## config.mk

```make
export PLATFORM = sky130hd
export DESIGN_NAME = archive_path_sanitizer_flat
export DESIGN_NICKNAME = d
export VERILOG_FILES = /design/src/design/aps_pkg.sv /design/src/design/aps_ifs.sv /design/src/design/aps_step.sv /design/src/design/archive_path_sanitizer.sv /design/src/flat_wrapper.sv
export VERILOG_INCLUDE_DIRS = /design/src /design/src/design
export SDC_FILE = /design/constraint.sdc
export NUM_CORES = 1
export LEC_CHECK = 0
export BUFFER_PORTS_ARGS = -buffer_cell sky130_fd_sc_hd__buf_4
export CAP_MARGIN = 10
export CORE_ASPECT_RATIO = 0.8
export CORE_MARGIN = 1
export CORE_UTILIZATION = 56
export CTS_CLUSTER_DIAMETER = 120
export DETAILED_ROUTE_END_ITERATION = 10
export GPL_TIMING_DRIVEN = 0
export PLACE_DENSITY_LB_ADDON = 0.25
export SLEW_MARGIN = 20
export SYNTH_ARGS = -nofsm -noshare
export SYNTH_HDL_FRONTEND = slang
export SYNTH_SLANG_ARGS = --single-unit
```

## constraint.sdc

```tcl
create_clock -name clk -period 3.9 [get_ports clk]
set_clock_uncertainty 0.1 [all_clocks]
set_input_delay 0.195 -clock clk [delete_from_list [all_inputs] [get_ports clk]]
set_output_delay 0.195 -clock clk [all_outputs]
set_load 0.03 [all_outputs]
```

## src/design/archive_path_sanitizer_assert.svh

```systemverilog
// ----------------------------------------------------------------------------
// Archive path sanitizer assertion macros
// Concurrent assertion wrappers; they compile to nothing when NO_ASSERTIONS
// is defined.
// ----------------------------------------------------------------------------
`ifndef ARCHIVE_PATH_SANITIZER_ASSERT_SVH
`define ARCHIVE_PATH_SANITIZER_ASSERT_SVH

`ifndef NO_ASSERTIONS
// Same-cycle implication.
`define APS_ASSERT_NOW(label, clk, rst, ante, cons, msg) \
  label: assert property (@(posedge clk) disable iff (rst) (ante) |-> (cons)) \
    else $error(msg);
// Next-cycle implication.
`define APS_ASSERT_NEXT(label, clk, rst, ante, cons, msg) \
  label: assert property (@(posedge clk) disable iff (rst) (ante) |=> (cons)) \
    else $error(msg);
`else
`define APS_ASSERT_NOW(label, clk, rst, ante, cons, msg)
`define APS_ASSERT_NEXT(label, clk, rst, ante, cons, msg)
`endif

`endif

```

## src/design/aps_pkg.sv

```systemverilog
// ----------------------------------------------------------------------------
// Archive path sanitizer package
// Shared constants, character codes and structure types.
// ----------------------------------------------------------------------------
package aps_pkg;

  localparam int CHAR_W            = 8;
  localparam int MAX_LEN_W         = 9;
  localparam int LEN_LIMIT_DEFAULT = 256;
  localparam int SEG_W             = 2;

  localparam logic [MAX_LEN_W-1:0] MAX_LEN_RESET = 9'd64;

  localparam logic [CHAR_W-1:0] CH_SLASH      = 8'h2F;
  localparam logic [CHAR_W-1:0] CH_BACKSLASH  = 8'h5C;
  localparam logic [CHAR_W-1:0] CH_COLON      = 8'h3A;
  localparam logic [CHAR_W-1:0] CH_DOT        = 8'h2E;
  localparam logic [CHAR_W-1:0] CH_UPPER_A    = 8'h41;
  localparam logic [CHAR_W-1:0] CH_UPPER_Z    = 8'h5A;
  localparam logic [CHAR_W-1:0] CH_CTRL_LIMIT = 8'd32;
  localparam logic [CHAR_W-1:0] CH_CASE_DIFF  = 8'd32;

  localparam logic [SEG_W-1:0] SEG_SAT = 2'd3;
  localparam logic [SEG_W-1:0] SEG_TWO = 2'd2;

  // Per-path segment tracking and the sticky reject flag.
  typedef struct packed {
    logic [SEG_W-1:0] seg_len;
    logic [SEG_W-1:0] seg_dots;
    logic             rejected;
  } seg_state_t;

  // One result item.
  typedef struct packed {
    logic [CHAR_W-1:0] char_out;
    logic              char_valid;
    logic              done_res;
    logic              verdict;
  } result_t;

endpackage

```

## src/design/aps_ifs.sv

```systemverilog
// ----------------------------------------------------------------------------
// Archive path sanitizer channel interfaces
// Valid/ready channels for the path bytes, the results and the configuration.
// ----------------------------------------------------------------------------
interface aps_in_if import aps_pkg::*; ();
  logic              valid;
  logic              ready;
  logic [CHAR_W-1:0] char_in;
  logic              is_end;

  modport source (output valid, char_in, is_end, input ready);
  modport sink (input valid, char_in, is_end, output ready);
endinterface

interface aps_out_if import aps_pkg::*; ();
  logic              valid;
  logic              ready;
  logic [CHAR_W-1:0] char_out;
  logic              char_valid;
  logic              done_res;
  logic              verdict;

  modport source (output valid, char_out, char_valid, done_res, verdict, input ready);
  modport sink (input valid, char_out, char_valid, done_res, verdict, output ready);
endinterface

interface aps_cfg_if import aps_pkg::*; ();
  logic                 valid;
  logic                 ready;
  logic [MAX_LEN_W-1:0] max_len;

  modport source (output valid, max_len, input ready);
  modport sink (input valid, max_len, output ready);
endinterface

```

## src/design/aps_step.sv

```systemverilog
// ----------------------------------------------------------------------------
// Archive path sanitizer step logic
// Decides one byte: canonical output, verdict and the next path state.
// ----------------------------------------------------------------------------
module aps_step import aps_pkg::*; #(
  parameter int LEN_LIMIT = LEN_LIMIT_DEFAULT,
  parameter int CNT_W     = $clog2(LEN_LIMIT + 1)
) (
  input  seg_state_t           seg,
  input  logic [CNT_W-1:0]     cnt,
  input  logic [MAX_LEN_W-1:0] max_len,
  input  logic [CHAR_W-1:0]    char_in,
  input  logic                 is_end,
  output seg_state_t           seg_next,
  output logic [CNT_W-1:0]     cnt_next,
  output result_t              res
);

  localparam int CMP_W = ((CNT_W > MAX_LEN_W) ? CNT_W : MAX_LEN_W) + 1;
  localparam logic [CMP_W-1:0] LIMIT_C = CMP_W'(LEN_LIMIT);

  logic [CMP_W-1:0] max_len_w;
  logic [CMP_W-1:0] lim;
  logic             room_left;
  logic             seg_bad;
  logic             is_sep;
  logic             is_upper;

  assign max_len_w = CMP_W'(max_len);
  assign lim       = (max_len_w > LIMIT_C) ? LIMIT_C : max_len_w;
  assign room_left = (CMP_W'(cnt) + CMP_W'(1)) < lim;
  assign seg_bad   = (seg.seg_len == '0) ||
                     ((seg.seg_len == SEG_TWO) && (seg.seg_dots == SEG_TWO));
  assign is_sep    = (char_in == CH_SLASH) || (char_in == CH_BACKSLASH);
  assign is_upper  = (char_in >= CH_UPPER_A) && (char_in <= CH_UPPER_Z);

  always_comb begin
    seg_next = seg;
    cnt_next = cnt;
    res      = '0;
    if (is_end) begin
      // The terminator checks the final segment and starts a fresh path.
      res.done_res = 1'b1;
      res.verdict  = seg.rejected || seg_bad;
      seg_next     = '0;
      cnt_next     = '0;
    end else begin
      if (!seg.rejected) begin
        if (is_sep) begin
          if (seg_bad || !room_left) begin
            seg_next.rejected = 1'b1;
          end else begin
            res.char_out      = CH_SLASH;
            res.char_valid    = 1'b1;
            seg_next.seg_len  = '0;
            seg_next.seg_dots = '0;
          end
        end else if ((char_in < CH_CTRL_LIMIT) || (char_in == CH_COLON) || !room_left) begin
          seg_next.rejected = 1'b1;
        end else begin
          res.char_out   = is_upper ? (char_in + CH_CASE_DIFF) : char_in;
          res.char_valid = 1'b1;
          if (seg.seg_len != SEG_SAT) begin
            seg_next.seg_len = seg.seg_len + SEG_W'(1);
          end
          if ((char_in == CH_DOT) && (seg.seg_dots != SEG_SAT)) begin
            seg_next.seg_dots = seg.seg_dots + SEG_W'(1);
          end
        end
        if (res.char_valid) begin
          cnt_next = cnt + CNT_W'(1);
        end
      end
      res.verdict = seg_next.rejected;
    end
  end

endmodule

```

## src/design/archive_path_sanitizer.sv

```systemverilog
// ----------------------------------------------------------------------------
// Archive path sanitizer
// Canonicalizes a relative archive path one byte per transfer and rejects
// unsafe paths (colon, control byte, empty or ".." segment, overlong).
// ----------------------------------------------------------------------------
// A byte accepted from path_in waits in the input stage, is decided and
// written to the result register, and transfers out from there.
// Throughput: one byte per cycle; both the input stage and the result
// register advance together whenever the result side is free or draining.
// Reset (rst, synchronous, active high) empties both stages, clears the path
// state and sets max_len to 64.
`include "archive_path_sanitizer_assert.svh"

module archive_path_sanitizer import aps_pkg::*; #(
  parameter int LEN_LIMIT = LEN_LIMIT_DEFAULT
) (
  input  logic      clk,
  input  logic      rst,
  aps_cfg_if.sink   cfg,
  aps_in_if.sink    path_in,
  aps_out_if.source path_out
);

  // The byte counter must hold every value up to the length limit.
  localparam int CNT_W = $clog2(LEN_LIMIT + 1);

  // Configuration register. Writes must arrive only while the block is idle;
  // the block does not enforce this, and the port is always ready.
  logic [MAX_LEN_W-1:0] max_len;

  // Input stage: the accepted byte waits here while it is decided.
  logic              s1_valid;
  logic [CHAR_W-1:0] s1_char;
  logic              s1_end;

  // Path state, updated when the input stage hands its byte to the result
  // register.
  logic [CNT_W-1:0] cnt;
  logic [CNT_W-1:0] cnt_next;
  seg_state_t       seg;
  seg_state_t       seg_next;

  // Result register.
  logic    out_valid;
  result_t out_res;
  result_t res_next;

  logic out_free;
  logic advance;

  // The result register can take a new item when it is empty or its
  // current item transfers out in this cycle.
  assign out_free = !out_valid || path_out.ready;
  assign advance  = s1_valid && out_free;

  assign cfg.ready     = 1'b1;
  assign path_in.ready = !s1_valid || out_free;

  aps_step #(
    .LEN_LIMIT (LEN_LIMIT),
    .CNT_W     (CNT_W)
  ) u_step (
    .seg      (seg),
    .cnt      (cnt),
    .max_len  (max_len),
    .char_in  (s1_char),
    .is_end   (s1_end),
    .seg_next (seg_next),
    .cnt_next (cnt_next),
    .res      (res_next)
  );

  always_ff @(posedge clk) begin
    if (rst) begin
      max_len <= MAX_LEN_RESET;
    end else if (cfg.valid) begin
      max_len <= cfg.max_len;
    end
  end

  // Input stage.
  always_ff @(posedge clk) begin
    if (rst) begin
      s1_valid <= 1'b0;
    end else if (path_in.ready) begin
      s1_valid <= path_in.valid;
    end
  end

  always_ff @(posedge clk) begin
    if (path_in.valid && path_in.ready) begin
      s1_char <= path_in.char_in;
      s1_end  <= path_in.is_end;
    end
  end

  // Path state commits exactly once per decided byte.
  always_ff @(posedge clk) begin
    if (rst) begin
      cnt <= '0;
      seg <= '0;
    end else if (advance) begin
      cnt <= cnt_next;
      seg <= seg_next;
    end
  end

  // Result register.
  always_ff @(posedge clk) begin
    if (rst) begin
      out_valid <= 1'b0;
    end else if (out_free) begin
      out_valid <= s1_valid;
    end
  end

  always_ff @(posedge clk) begin
    if (advance) begin
      out_res <= res_next;
    end
  end

  assign path_out.valid      = out_valid;
  assign path_out.char_out   = out_res.char_out;
  assign path_out.char_valid = out_res.char_valid;
  assign path_out.done_res   = out_res.done_res;
  assign path_out.verdict    = out_res.verdict;

  // An emitted byte never carries a reject verdict.
  `APS_ASSERT_NOW(a_emit_not_rejected, clk, rst, out_valid && out_res.char_valid, !out_res.verdict, "emitted byte marked rejected")
  // A terminator result never emits a byte.
  `APS_ASSERT_NOW(a_done_no_char, clk, rst, out_valid && out_res.done_res, !out_res.char_valid, "terminator emitted a byte")
  // The count stays below the length limit.
  `APS_ASSERT_NOW(a_cnt_bound, clk, rst, 1'b1, cnt < CNT_W'(LEN_LIMIT), "byte count beyond limit")
  // A decided terminator leaves a clean path state.
  `APS_ASSERT_NEXT(a_end_clears, clk, rst, advance && s1_end, (cnt == '0) && (seg == '0), "path state not cleared")
  // A reject sticks until the terminator.
  `APS_ASSERT_NEXT(a_reject_sticky, clk, rst, advance && !s1_end && seg.rejected, seg.rejected, "reject flag dropped")

endmodule
```

## src/flat_wrapper.sv

```systemverilog
// flat-port wrapper written by rule: the top's interface ports become plain ports
module archive_path_sanitizer_flat import aps_pkg::*;
#(
  parameter int LEN_LIMIT = LEN_LIMIT_DEFAULT
)
  (clk, rst, cfg_valid, cfg_max_len, cfg_ready, path_in_valid, path_in_char_in, path_in_is_end, path_in_ready, path_out_valid, path_out_char_out, path_out_char_valid, path_out_done_res, path_out_verdict, path_out_ready);
  aps_cfg_if cfg_i ();
  aps_in_if path_in_i ();
  aps_out_if path_out_i ();
  input  logic clk;
  input  logic rst;
  input wire logic [$bits(cfg_i.valid)-1:0] cfg_valid;
  input wire logic [$bits(cfg_i.max_len)-1:0] cfg_max_len;
  output wire logic [$bits(cfg_i.ready)-1:0] cfg_ready;
  input wire logic [$bits(path_in_i.valid)-1:0] path_in_valid;
  input wire logic [$bits(path_in_i.char_in)-1:0] path_in_char_in;
  input wire logic [$bits(path_in_i.is_end)-1:0] path_in_is_end;
  output wire logic [$bits(path_in_i.ready)-1:0] path_in_ready;
  output wire logic [$bits(path_out_i.valid)-1:0] path_out_valid;
  output wire logic [$bits(path_out_i.char_out)-1:0] path_out_char_out;
  output wire logic [$bits(path_out_i.char_valid)-1:0] path_out_char_valid;
  output wire logic [$bits(path_out_i.done_res)-1:0] path_out_done_res;
  output wire logic [$bits(path_out_i.verdict)-1:0] path_out_verdict;
  input wire logic [$bits(path_out_i.ready)-1:0] path_out_ready;
  assign cfg_i.valid = cfg_valid;
  assign cfg_i.max_len = cfg_max_len;
  assign cfg_ready = cfg_i.ready;
  assign path_in_i.valid = path_in_valid;
  assign path_in_i.char_in = path_in_char_in;
  assign path_in_i.is_end = path_in_is_end;
  assign path_in_ready = path_in_i.ready;
  assign path_out_valid = path_out_i.valid;
  assign path_out_char_out = path_out_i.char_out;
  assign path_out_char_valid = path_out_i.char_valid;
  assign path_out_done_res = path_out_i.done_res;
  assign path_out_verdict = path_out_i.verdict;
  assign path_out_i.ready = path_out_ready;
  archive_path_sanitizer #(.LEN_LIMIT(LEN_LIMIT)) u_core (.clk(clk), .rst(rst), .cfg(cfg_i), .path_in(path_in_i), .path_out(path_out_i));
endmodule
```

==> out/qor.yml <==
cells_and_area:
  stdcell_count: 325
  drive_gt1_share_pct: 17.41
  antenna_cells: 0
  layout.nets: 307
  syn2layout_area_growth_pct: 22.01
synthesis:
  synth_flop_cell: "dfxtp_1"
  async_flop_share_pct: 0
  synth_mux_area_share_pct: 4.425
  yosysMostFrequentCell: "dfxtp_1"
  synthDominantCellAreaShare_pct: 26.55
  synthCells: 219
  synth_commonest_cells: "dfxtp_1 (25), nor2_1 (22), edfxtp_1 (20)"
  synth_area_leader_cell: "edfxtp_1"
  synth_area_leaders: "edfxtp_1 (27%), dfxtp_1 (22%), ha_1 (8.3%)"
  synth-compound-area-share_pct: 14.77
  synth_area_sq_um: 2262
  synth_top_family_by_area: "simple AND/OR/NAND/NOR gates"
  synthXorXnorAreaFrac_pct: 2.710
  synth_edf_count: 20
  synth.distinct_cells: 47
  synthSimpleGateAreaFrac_pct: 16.81
  synth.avg_cell_area_sq_um: 10.33
  yosysWarnings: 0
  synth_seq_area_share_pct: 48.67
  ys_ff_latch: 45
  synth_nets: 257
  synthAdderAreaFrac_pct: 8.296
pwr:
  powerDensity_nw_per_um2: 338.1
  pwr-share-comb_pct: 13.6
  p_int_mw: 0.6989
  p_switching_mw: 0.2342
  clkPwrFrac_pct: 29.6
  power_frac_seq_pct: 56.8
  p_sw_share_pct: 25.10
  leakagePower_nw: 1.141
  ir_drop_uv: 314.2
placement:
  dp.cells: 308
  io_buffers: 34
  dpl_worst_slack_ps: 670.8
  gp_congestion: 0.8526
  hpwl_microns: 3076
clocking:
  clock-sinks: 45
  post-cts-setup-buffer-count: 0
  clk_pin_slew_ps: 80
  cts-root-buf: "clkbuf_8"
  cts_htree_levels: 2
  cts_tree: "done"
  cts_buffers: 5
  clock_path_buffers: 2
  post_cts_resized: 0
  clock_latency_ps: 290
sta:
  fin_crit_ps: 3313
  fin_crit_sh_pct: 84.96
  drv_slew: 0
  fmax_ghz: 0.3018
  rsz0062_at_grt: "no"
  finalSetupViolations: 0
  slew_headroom_pct: 34.17
  tightest_slew_ps: 962.5
  finalWorstSetupSlack_ps: 586.6
  setup_tns_ps: 0
  final_hold_viol_count: 0
die:
  io_pins: 37
  row_count: 20
  dieArea_sq_um: 4299
  initial_utilization_pct: 59.08
  fp.coreArea_sq_um: 3829
  die_h_microns: 58.85
  die_w_microns: 73.06
detailed_routing:
  vias_per_cell: 5.286
  vias: 1718
  first_pass_iters: 5
  routed.top_layer: "met4"
  routed_wl_microns: 4271
  antenna_left: 0
  route.met2.wl_microns: 1771
  drt-initial-drc-count: 101
  wl_met3_microns: 252
  wl_per_cell_microns: 13.14
  drt-met1-wl_microns: 2228
  drc_errors: 0
grt:
  grt_pass1_wl_microns: 7176
  track_usage_pct: 22.49
  grt_max_degree: 16
  antenna_found_initial: 0
  overflow: 0
  grt_pass1_vias: 1527
hold_path:
  hold_path.class: "input pin to register"
run:
  cap_violations: 0
worst_setup_path:
  path_class: "register to register"
  crit_fanout: 6
  end_kind: "register"
  crit_required_ps: 3960
  critical_path_arrival_ps: 3380
  cp-start-kind: "register"
outcome:
  status: "finished clean"
## kinds of logic after synthesis
group | Yosys count
flip-flops | 45
AND/OR/NAND/NOR | 72
AO/OA/AOI/OAI | 47
multiplexers | 10
XOR/XNOR | 7
adder cells (fa/ha/maj) | 15
other | 1
buffers and inverters | 22
## layout by cell type (no fill, tap or decap), types with 2 or more instances in the layout
cell / count
buf_4: 35
dfxtp_1: 25
nor2_1: 22
edfxtp_1: 20
nand2_1: 17
inv_1: 15
ha_1: 15
a21oi_1: 10
mux2i_1: 10
nand3_1: 9
dlygate4sd3_1: 9
o211ai_1: 8
o31ai_1: 7
clkbuf_1: 6
xnor2_1: 5
o21ai_0: 5
clkbuf_8: 5
and2_1: 3
a21o_1: 3
nor2b_1: 2
xor2_1: 2
nand3b_1: 2
nor4_1: 2
o31a_1: 2
a2111oi_0: 2
or4_1: 2
nand2b_1: 2
o21a_1: 2
## metal layers
| metal | vias to the layer above | GRT usage [%] |
|---|---|---|
| li1 | 893 | - |
| met1 | 767 | 34.25 |
| met2 | 56 | 30.82 |
| met3 | 2 | 6.678 |
| met4 | 0 | 5.882 |
| met5 | - | 0 |
## worst max-delay path, cell delays in order, from the launching register on
cell and delay (ps):
dfxtp_1 420, nand3_1 180, or2_1 260, clkbuf_1 170, inv_1 80, nand3_1 130, xnor2_1 250, ha_1 290
a21o_1 170, a21oi_1 160, o31a_1 240, nand3_1 180, nor3_2 360, o31a_1 190
## final cells by class
cell class                      instances  area (sq um)
Sequential cell                        45          1101
Multi-Input combinational cell        152          1070
Fill cell                             293          1069
Timing Repair Buffer                   43         345.3
Clock buffer                            7         76.32
Tap cell                               55         68.82
Inverter                               16         60.06
Buffer                                  6         33.78
Clock inverter                          1         5.005
## final timing paths
check	from	end	slack, ps	cells past startpoint
max	u_core.cnt[2]$_SDFFE_PP0P_	u_core.path_out.char_out[5]$_SDFFCE_PP0P_	590	13
min	rst	u_core.seg[0]$_SDFFE_PP0P_	10	2
max reg2reg	u_core.cnt[2]$_SDFFE_PP0P_	u_core.path_out.char_out[5]$_SDFFCE_PP0P_	590	13
min reg2reg	u_core.seg[0]$_SDFFE_PP0P_	u_core.seg[0]$_SDFFE_PP0P_	390	2
## state kept, by name (all words and copies together) (netlist names)
register / flops
u_core.path_out.char_valid: 1
u_core.s1_end: 1
u_core.path_out.char_out: 8
u_core.seg: 5
u_core.path_out.verdict: 1
u_core.path_out.done_res: 1
u_core.s1_char: 8
u_core.s1_valid: 1
u_core.cnt: 9
u_core.max_len: 9
u_core.path_out.valid: 1
## power by group through the flow
stage                     Clock (mW)  Sequential, mW  Combinational [mW]
after floorplan                    0           0.551              0.0635
after global placement             0           0.541               0.116
after detailed placement           0           0.541               0.119
after CTS                      0.278           0.530               0.127
after global routing           0.300           0.533               0.140
final                          0.276           0.530               0.127
## metrics by stage
step	cell area, sq um	util, %	hold slack (ps)	power [mW]
2_1_floorplan	2262	-	164.1	0.6146
3_3_place_gp	2586	67.55	273.1	0.6564
3_5_place_dp	2589	67.61	274.9	0.6602
4_1_cts	2760	72.09	5.473	0.9349
5_1_grt	2760	72.09	5.616	0.9733
6_report	2760	72.09	14.93	0.9331
## repair_timing
item	CTS	global route
endpoints found under the setup margin	0	0
hold endpoints to repair	9	0
hold buffers	9	0
(Power assumes the default switching activity.)
